### config.mk
export PLATFORM = sky130hd
export DESIGN_NAME = heap_sort_engine
export DESIGN_NICKNAME = d
export VERILOG_FILES = /design/src/hse_pkg.sv /design/src/heap_sort_engine.sv /design/src/hse_store.sv /design/src/hse_ctrl.sv
export SDC_FILE = /design/constraint.sdc
export NUM_CORES = 2
export LEC_CHECK = 0
export ABC_CLOCK_PERIOD_IN_PS = 5900
export BUFFER_PORTS_ARGS = -buffer_cell sky130_fd_sc_hd__clkbuf_2
export CORE_ASPECT_RATIO = 1.4
export CORE_MARGIN = 1.5
export CORE_UTILIZATION = 57
export CTS_CLUSTER_DIAMETER = 40
export CTS_CLUSTER_SIZE = 10
export DETAILED_ROUTE_END_ITERATION = 10
export PLACE_DENSITY = 0.76
export SLEW_MARGIN = 10
export SYNTH_ARGS = -nofsm -noshare
export SYNTH_HDL_FRONTEND = slang
export SYNTH_SLANG_ARGS = --single-unit
### constraint.sdc
create_clock -name clk_i -period 5.9 [get_ports clk_i]
set_input_delay 0.59 -clock clk_i [delete_from_list [all_inputs] [get_ports clk_i]]
set_output_delay 0.59 -clock clk_i [all_outputs]
set_load 0.02 [all_outputs]
### src/hse_pkg.sv
// Shared types and constants for the heap sort engine.
package hse_pkg;

  // Width of one data word
  localparam int unsigned ValueW = 32;

  // Sequencer states
  typedef enum logic [3:0] {
    S_IDLE,
    S_BLD_RD,
    S_BLD_LD,
    S_CHK,
    S_LC,
    S_RC,
    S_CMP,
    S_EXT_RA,
    S_EXT_RB,
    S_EXT_WR,
    S_EM_RD,
    S_EM_LD
  } hse_state_e;

  // Output register load request from the sequencer
  typedef struct packed {
    logic ld;
    logic last;
    logic ovf;
  } hse_emit_t;

endpackage

### src/heap_sort_engine.sv
// Heap sort engine top level: store, sequencer and output register.
//
//   channel   dir  tdata            tlast      tuser
//   s_axis    in   value[31:0]      last_item  -
//   m_axis    out  sorted_value     last_out   overflowed
//
// Words are stored one per cycle while tready is high. The word with tlast
// starts the sort; tready stays low until the final sorted word is loaded.
// Each sift level steps through S_CHK, S_LC, S_RC (when a right child exists)
// and S_CMP on the single store port. Each output word is read in S_EM_RD
// and loaded in S_EM_LD; a stall on m_axis holds the sequencer. Reset clears
// the count and overflow flag; no store clearing.
module heap_sort_engine #(
  parameter int unsigned DEPTH = 64
) (
  input  logic                          clk_i,
  input  logic                          rst_ni,
  input  logic                          s_axis_tvalid_i,
  output logic                          s_axis_tready_o,
  input  logic [hse_pkg::ValueW-1:0]    s_axis_tdata_i,  // [31:0] value
  input  logic                          s_axis_tlast_i,  // last_item
  output logic                          m_axis_tvalid_o,
  input  logic                          m_axis_tready_i,
  output logic [hse_pkg::ValueW-1:0]    m_axis_tdata_o,  // [31:0] sorted_value
  output logic                          m_axis_tlast_o,  // last_out
  output logic                          m_axis_tuser_o   // [0] overflowed
);
  import hse_pkg::*;

  localparam int unsigned AW = $clog2(DEPTH);

  logic              we;
  logic [AW-1:0]     waddr, raddr;
  logic [ValueW-1:0] wdata, rdata;
  hse_emit_t         emit;
  logic              out_free;

  logic              out_vld_q;
  logic [ValueW-1:0] out_data_q;
  logic              out_last_q;
  logic              out_ovf_q;

  hse_store #(.DEPTH(DEPTH)) u_store (
    .clk_i   (clk_i),
    .we_i    (we),
    .waddr_i (waddr),
    .wdata_i (wdata),
    .raddr_i (raddr),
    .rdata_o (rdata)
  );

  hse_ctrl #(.DEPTH(DEPTH)) u_ctrl (
    .clk_i      (clk_i),
    .rst_ni     (rst_ni),
    .in_valid_i (s_axis_tvalid_i),
    .in_ready_o (s_axis_tready_o),
    .in_value_i (s_axis_tdata_i),
    .in_last_i  (s_axis_tlast_i),
    .out_free_i (out_free),
    .emit_o     (emit),
    .we_o       (we),
    .waddr_o    (waddr),
    .wdata_o    (wdata),
    .raddr_o    (raddr),
    .rdata_i    (rdata)
  );

  assign out_free = !out_vld_q || m_axis_tready_i;

  // output word valid
  always_ff @(posedge clk_i or negedge rst_ni) begin
    if (!rst_ni) begin
      out_vld_q <= 1'b0;
    end else if (emit.ld) begin
      out_vld_q <= 1'b1;
    end else if (m_axis_tready_i) begin
      out_vld_q <= 1'b0;
    end
  end

  // output word payload
  always_ff @(posedge clk_i) begin
    if (emit.ld) begin
      out_data_q <= rdata;
      out_last_q <= emit.last;
      out_ovf_q  <= emit.ovf;
    end
  end

  assign m_axis_tvalid_o = out_vld_q;
  assign m_axis_tdata_o  = out_data_q;
  assign m_axis_tlast_o  = out_last_q;
  assign m_axis_tuser_o  = out_ovf_q;

endmodule

### src/hse_store.sv
// Heap store: one write port, one read port with registered read data.
module hse_store #(
  parameter int unsigned DEPTH = 64
) (
  input  logic                                clk_i,
  input  logic                                we_i,
  input  logic [$clog2(DEPTH)-1:0]            waddr_i,
  input  logic [hse_pkg::ValueW-1:0]          wdata_i,
  input  logic [$clog2(DEPTH)-1:0]            raddr_i,
  output logic [hse_pkg::ValueW-1:0]          rdata_o
);
  import hse_pkg::*;

  logic [ValueW-1:0] mem [DEPTH];
  logic [ValueW-1:0] rdata_q;

  // write port
  always_ff @(posedge clk_i) begin
    if (we_i) begin
      mem[waddr_i] <= wdata_i;
    end
  end

  // read port, registered read data
  always_ff @(posedge clk_i) begin
    rdata_q <= mem[raddr_i];
  end

  assign rdata_o = rdata_q;

endmodule

### src/hse_ctrl.sv
// Sort sequencer: loads words, builds the max-heap, extracts and emits in order.
module hse_ctrl #(
  parameter int unsigned DEPTH = 64
) (
  input  logic                                clk_i,
  input  logic                                rst_ni,
  input  logic                                in_valid_i,
  output logic                                in_ready_o,
  input  logic [hse_pkg::ValueW-1:0]          in_value_i,
  input  logic                                in_last_i,
  input  logic                                out_free_i,
  output hse_pkg::hse_emit_t                  emit_o,
  output logic                                we_o,
  output logic [$clog2(DEPTH)-1:0]            waddr_o,
  output logic [hse_pkg::ValueW-1:0]          wdata_o,
  output logic [$clog2(DEPTH)-1:0]            raddr_o,
  input  logic [hse_pkg::ValueW-1:0]          rdata_i
);
  import hse_pkg::*;

  localparam int unsigned AW = $clog2(DEPTH);
  localparam int unsigned CW = $clog2(DEPTH + 1);

  hse_state_e        state_q, state_d;
  logic [CW-1:0]     cnt_q, cnt_d;
  logic              ovf_q, ovf_d;
  logic              build_q, build_d;
  logic [AW-1:0]     node_q, node_d;
  logic [AW-1:0]     last_q, last_d;
  logic [AW-1:0]     nm1_q, nm1_d;
  logic [AW-1:0]     k_q, k_d;
  logic [AW-1:0]     pick_q, pick_d;
  logic [ValueW-1:0] val_q, val_d;
  logic [ValueW-1:0] lcv_q, lcv_d;
  logic [ValueW-1:0] pickv_q, pickv_d;

  // child indexes, wide enough to exceed the heap end
  logic [AW+1:0]     lc_w, rc_w, last_ext;
  logic              has_lc, has_rc;

  // shared signed comparator
  logic [ValueW-1:0] cmp_a, cmp_b;
  logic              cmp_gt;

  logic              full;
  logic [CW-1:0]     n_new, nm1_w;

  assign lc_w     = {1'b0, node_q, 1'b1};
  assign rc_w     = lc_w + (AW+2)'(1);
  assign last_ext = {2'b00, last_q};
  assign has_lc   = (lc_w <= last_ext);
  assign has_rc   = (rc_w <= last_ext);

  assign cmp_a  = (state_q == S_RC) ? rdata_i : pickv_q;
  assign cmp_b  = (state_q == S_RC) ? lcv_q   : val_q;
  assign cmp_gt = ($signed(cmp_a) > $signed(cmp_b));

  assign full  = (cnt_q >= CW'(DEPTH));
  assign n_new = full ? cnt_q : cnt_q + CW'(1);
  assign nm1_w = n_new - CW'(1);

  // state and datapath registers
  always_ff @(posedge clk_i or negedge rst_ni) begin
    if (!rst_ni) begin
      state_q <= S_IDLE;
      cnt_q   <= '0;
      ovf_q   <= 1'b0;
      build_q <= 1'b0;
    end else begin
      state_q <= state_d;
      cnt_q   <= cnt_d;
      ovf_q   <= ovf_d;
      build_q <= build_d;
    end
  end

  always_ff @(posedge clk_i) begin
    node_q  <= node_d;
    last_q  <= last_d;
    nm1_q   <= nm1_d;
    k_q     <= k_d;
    pick_q  <= pick_d;
    val_q   <= val_d;
    lcv_q   <= lcv_d;
    pickv_q <= pickv_d;
  end

  // next state and outputs
  always_comb begin
    logic done;
    done       = 1'b0;
    state_d    = state_q;
    cnt_d      = cnt_q;
    ovf_d      = ovf_q;
    build_d    = build_q;
    node_d     = node_q;
    last_d     = last_q;
    nm1_d      = nm1_q;
    k_d        = k_q;
    pick_d     = pick_q;
    val_d      = val_q;
    lcv_d      = lcv_q;
    pickv_d    = pickv_q;
    in_ready_o = 1'b0;
    emit_o     = '0;
    we_o       = 1'b0;
    waddr_o    = node_q;
    wdata_o    = val_q;
    raddr_o    = '0;

    case (state_q)
      S_IDLE: begin
        in_ready_o = 1'b1;
        if (in_valid_i) begin
          if (!full) begin
            we_o    = 1'b1;
            waddr_o = cnt_q[AW-1:0];
            wdata_o = in_value_i;
            cnt_d   = cnt_q + CW'(1);
          end else begin
            ovf_d = 1'b1;
          end
          if (in_last_i) begin
            nm1_d   = nm1_w[AW-1:0];
            last_d  = nm1_w[AW-1:0];
            build_d = 1'b1;
            if (n_new < CW'(2)) begin
              k_d     = '0;
              state_d = S_EM_RD;
            end else begin
              k_d     = nm1_w[AW-1:0] >> 1;
              state_d = S_BLD_RD;
            end
          end
        end
      end
      // build: fetch the next inner node to sift
      S_BLD_RD: begin
        raddr_o = k_q;
        node_d  = k_q;
        state_d = S_BLD_LD;
      end
      S_BLD_LD: begin
        val_d   = rdata_i;
        state_d = S_CHK;
      end
      // sift: look for the left child
      S_CHK: begin
        if (has_lc) begin
          raddr_o = lc_w[AW-1:0];
          state_d = S_LC;
        end else begin
          we_o = 1'b1;
          done = 1'b1;
        end
      end
      S_LC: begin
        lcv_d   = rdata_i;
        pickv_d = rdata_i;
        pick_d  = lc_w[AW-1:0];
        if (has_rc) begin
          raddr_o = rc_w[AW-1:0];
          state_d = S_RC;
        end else begin
          state_d = S_CMP;
        end
      end
      // right child larger than left
      S_RC: begin
        if (cmp_gt) begin
          pickv_d = rdata_i;
          pick_d  = rc_w[AW-1:0];
        end
        state_d = S_CMP;
      end
      // larger child moves up, or the sifted word settles here
      S_CMP: begin
        we_o = 1'b1;
        if (cmp_gt) begin
          wdata_o = pickv_q;
          node_d  = pick_q;
          state_d = S_CHK;
        end else begin
          done = 1'b1;
        end
      end
      // extract: swap root with heap end, shrink, re-sift from root
      S_EXT_RA: begin
        raddr_o = last_q;
        state_d = S_EXT_RB;
      end
      S_EXT_RB: begin
        val_d   = rdata_i;
        raddr_o = '0;
        state_d = S_EXT_WR;
      end
      S_EXT_WR: begin
        we_o    = 1'b1;
        waddr_o = last_q;
        wdata_o = rdata_i;
        last_d  = last_q - AW'(1);
        node_d  = '0;
        state_d = S_CHK;
      end
      // emit in ascending order
      S_EM_RD: begin
        if (out_free_i) begin
          raddr_o = k_q;
          state_d = S_EM_LD;
        end
      end
      S_EM_LD: begin
        emit_o.ld   = 1'b1;
        emit_o.last = (k_q == nm1_q);
        emit_o.ovf  = ovf_q;
        if (k_q == nm1_q) begin
          cnt_d   = '0;
          ovf_d   = 1'b0;
          state_d = S_IDLE;
        end else begin
          k_d     = k_q + AW'(1);
          state_d = S_EM_RD;
        end
      end
      default: begin
        state_d = S_IDLE;
      end
    endcase

    // end of one sift pass
    if (done) begin
      if (build_q) begin
        if (k_q == '0) begin
          build_d = 1'b0;
          state_d = S_EXT_RA;
        end else begin
          k_d     = k_q - AW'(1);
          state_d = S_BLD_RD;
        end
      end else if (last_q == '0) begin
        k_d     = '0;
        state_d = S_EM_RD;
      end else begin
        state_d = S_EXT_RA;
      end
    end
  end

endmodule

==> metrics.csv <==
metric,value,unit
outcome,"finished, final reports clean",
ctsResizeCount,0,
grt.overflow.total,0,
swShare,18.7,%
core,156000,sq um
min_period,5.52,ns
min_period_over_period,93.6,%
clk_latency,0.91,ns
fillers,10000,
critPathArrivalTime,6.01,ns
yosysWarnings,0,
first_global_vias,57200,
finalHoldViolCount,0,
multiInputGateArea,21000,sq um
crit_slowest_cell,a221o_2,
path_class,flop to flop,
finalSetupTns,0,ns
seq_power_share,53.9,%
finalNonFillerCells,8442,
max-cap-violations,0,
gp_congestion,0.970,
start_kind,flop,
synth-seq-cells,2254,
ir_worst_vdd,0.315,mV
ant_nets,0,
synth_edf_count,2202,
cts_hold_repair.buffers,1,
synthTopCellsByArea,"edfxtp_1 74%, nand2_1 5.8%, nand3_1 2.8%, mux4_2 2.8%, mux2i_1 2.1%",
grt_max_degree,109,
synth_area_per_cell,14.9,sq um
detail_route.wl_per_cell,31.8,microns
drtIter0Drc,9141,
setup_violations,0,
finalWorstSetupSlack,0.379,ns
crit_chain,nand2b_4 > nor2_4 > inv_2 > buf_4 > mux2i_1 > ha_1 > nor2b_1 > o21a_1 > o21a_1 > o221ai_1 > a21boi_0 > o211a_1 > o32ai_1 > nor2_2 > nor2b_2 > buf_4 > a221o_2,
htreeDepth,5,
post-place-cells,8024,
yosys_most_used_dff,edfxtp_1,
layout.nets,6316,
vias,57600,
power,32100,uW
slew_headroom,15.1,%
cp_max_fo,64,
syn-cell-area,89500,sq um
syn_to_final_growth,14.0,%
cts_tree,yes,
p_switching,6000,uW
grt_setup_unrepaired,false,
start_util,57.5,%
clk_root_buffer_cell,clkbuf_16,
comb_power_share,0.1,%
seq_area_frac_synth,75.1,%
antenna_found_initial,15,
pwr-share-clk,46.0,%
fmax,0.181,GHz
p_leak,0.0284,uW
worstSetupEndpointType,flop,
vias_per_cell,6.83,
synthTopCellsByCount,"2202 x edfxtp_1, 1372 x nand2_1, 495 x nand3_1",
remaining_drc_errors,0,
firstDrtPassIters,7,
die-area,159000,sq um
p_per_area,315,nW/um^2
grtUsageTotal,33.6,%
async_flop_share,0.621,%
seqCellArea,67200,sq um
hold-worst-slack,0.0769,ns
p_int,26100,uW
chipWidth,338,microns
rows,171,
min_path_cells,3,
drv_slew,0,
dp_hpwl,150000,microns
cts.sinks,2254,
cts_buffers,278,
drive_gt1_share,14.3,%
io_buffers,72,
ys_types,79,
worst_pin_slew,1.27,ns
synthCells,5993,
clockBufferDepth,4,
skew,0.0654,ns
fp.dieH,472,microns
synth.largest_area_cell,edfxtp_1,
synth_top_area_share,73.9,%
crit_required,6.39,ns
clk_pin_slew,0.06,ns
io_pins,73,
postCtsSetupBuffers,0,
hold_path_class,primary input to flop,
place_ws,0.485,ns
mappedNetlistNets,6080,
max_stage_delay,1.00,ns
yosysMostFrequentCell,edfxtp_1,
grt_pass1_wl,382000,microns
reg2reg_depth,17,
routed_wl,269000,microns
[stage by stage]
step | instance area [sq um] | utilization, %
6_report | 102000 | 65.6
5_1_grt | 102000 | 65.6
4_1_cts | 102000 | 65.6
3_5_place_dp | 94300 | 60.7
3_3_place_gp | 94300 | 60.7
2_1_floorplan | 89500 | -
[registers in the layout, indices dropped and copies added (netlist names)]
name / flops
u_ctrl.last_q: 6
u_ctrl.pickv_q: 32
u_ctrl.k_q: 6
u_ctrl.nm1_q: 6
m_axis_tdata_o: 32
m_axis_tuser_o: 1
u_ctrl.build_q: 1
u_ctrl.val_q: 32
u_ctrl.pick_q: 6
u_ctrl.state_q: 4
u_ctrl.lcv_q: 32
m_axis_tlast_o: 1
u_store.mem: 2048
u_ctrl.cnt_q: 7
u_store.rdata_o: 32
m_axis_tvalid_o: 1
u_ctrl.node_q: 6
u_ctrl.ovf_q: 1
[cell type report]
type	instances	share of cell area, %
clock buffer	388	7.37
timing repair buffer	334	3.31
clock inverter	13	0.123
sequential	2254	65.9
antenna	16	0.0392
tap	2076	2.55
multi-input combinational	3336	20.6
inverter	25	0.0920
[worst max-delay path: cells and delay by family (launching register included)]
kind            cells  cell delay (ns)
buf+inv             3             0.82
simple gates        5             0.71
compound gates      7             2.37
flops               1             0.64
fa+ha+maj           1             0.27
mux                 1             0.25
[cell usage in the layout, fill, tap and decap left out, types with 30 or more instances in the layout]
| cell | count |
|---|---|
| nand2_1 | 1371 |
| buf_4 | 177 |
| a211oi_1 | 36 |
| buf_12 | 84 |
| a22o_1 | 39 |
| mux2_2 | 33 |
| clkbuf_2 | 72 |
| nor2_1 | 33 |
| dfxtp_1 | 38 |
| mux2i_1 | 192 |
| a221oi_1 | 30 |
| mux4_2 | 110 |
| clkbuf_16 | 284 |
| ha_1 | 50 |
| a221o_2 | 32 |
| o21ai_0 | 47 |
| nand4_1 | 73 |
| clkbuf_1 | 102 |
| a32oi_1 | 68 |
| and3_1 | 73 |
| a21oi_1 | 124 |
| nand3_1 | 495 |
| nor2_4 | 70 |
| a31oi_1 | 162 |
| o22ai_1 | 41 |
| edfxtp_1 | 2202 |
[worst paths after layout]
check	start	to	slack, ns
min in group asynchronous	rst_ni	u_ctrl.ovf_q	0.16
max in group asynchronous	rst_ni	u_ctrl.state_q[0]	5.45
min reg2reg	u_ctrl.ovf_q	u_ctrl.ovf_q	0.52
max	u_ctrl.state_q[3]	u_store.mem[13][15]	0.38
max reg2reg	u_ctrl.state_q[3]	u_store.mem[13][15]	0.38
min	m_axis_tready_i	m_axis_tvalid_o	0.08
[routing by layer]
metal  global-route usage [%]  part of all wire (%)  vias up
met5                        0                 0.051        -
met4                     21.4                   7.6        4
met3                     8.76                    13     1186
met2                     54.5                    48     4869
met1                     39.7                    31    28200
li1                         -                     -    23400
[cell families after synthesis]
group,Yosys count,share of synthesized area (%)
flip-flops,2254,75.1
buffers and inverters,403,2.06
AND/OR/NAND/NOR,2204,10.7
adder cells (fa/ha/maj),50,0.699
multiplexers,335,5.33
XOR/XNOR,29,0.284
AO/OA/AOI/OAI,718,5.78
[power by group through the flow]
stage	Sequential (uW)	Clock (uW)	Combinational, uW
6_report	17300	14800	17.9
2_1_floorplan	17600	0	1.31
3_3_place_gp	17600	0	17.3
5_1_grt	17300	15400	19.1
4_1_cts	17300	14800	18.1
3_5_place_dp	17600	0	17.4
(Power assumes the default switching activity.)
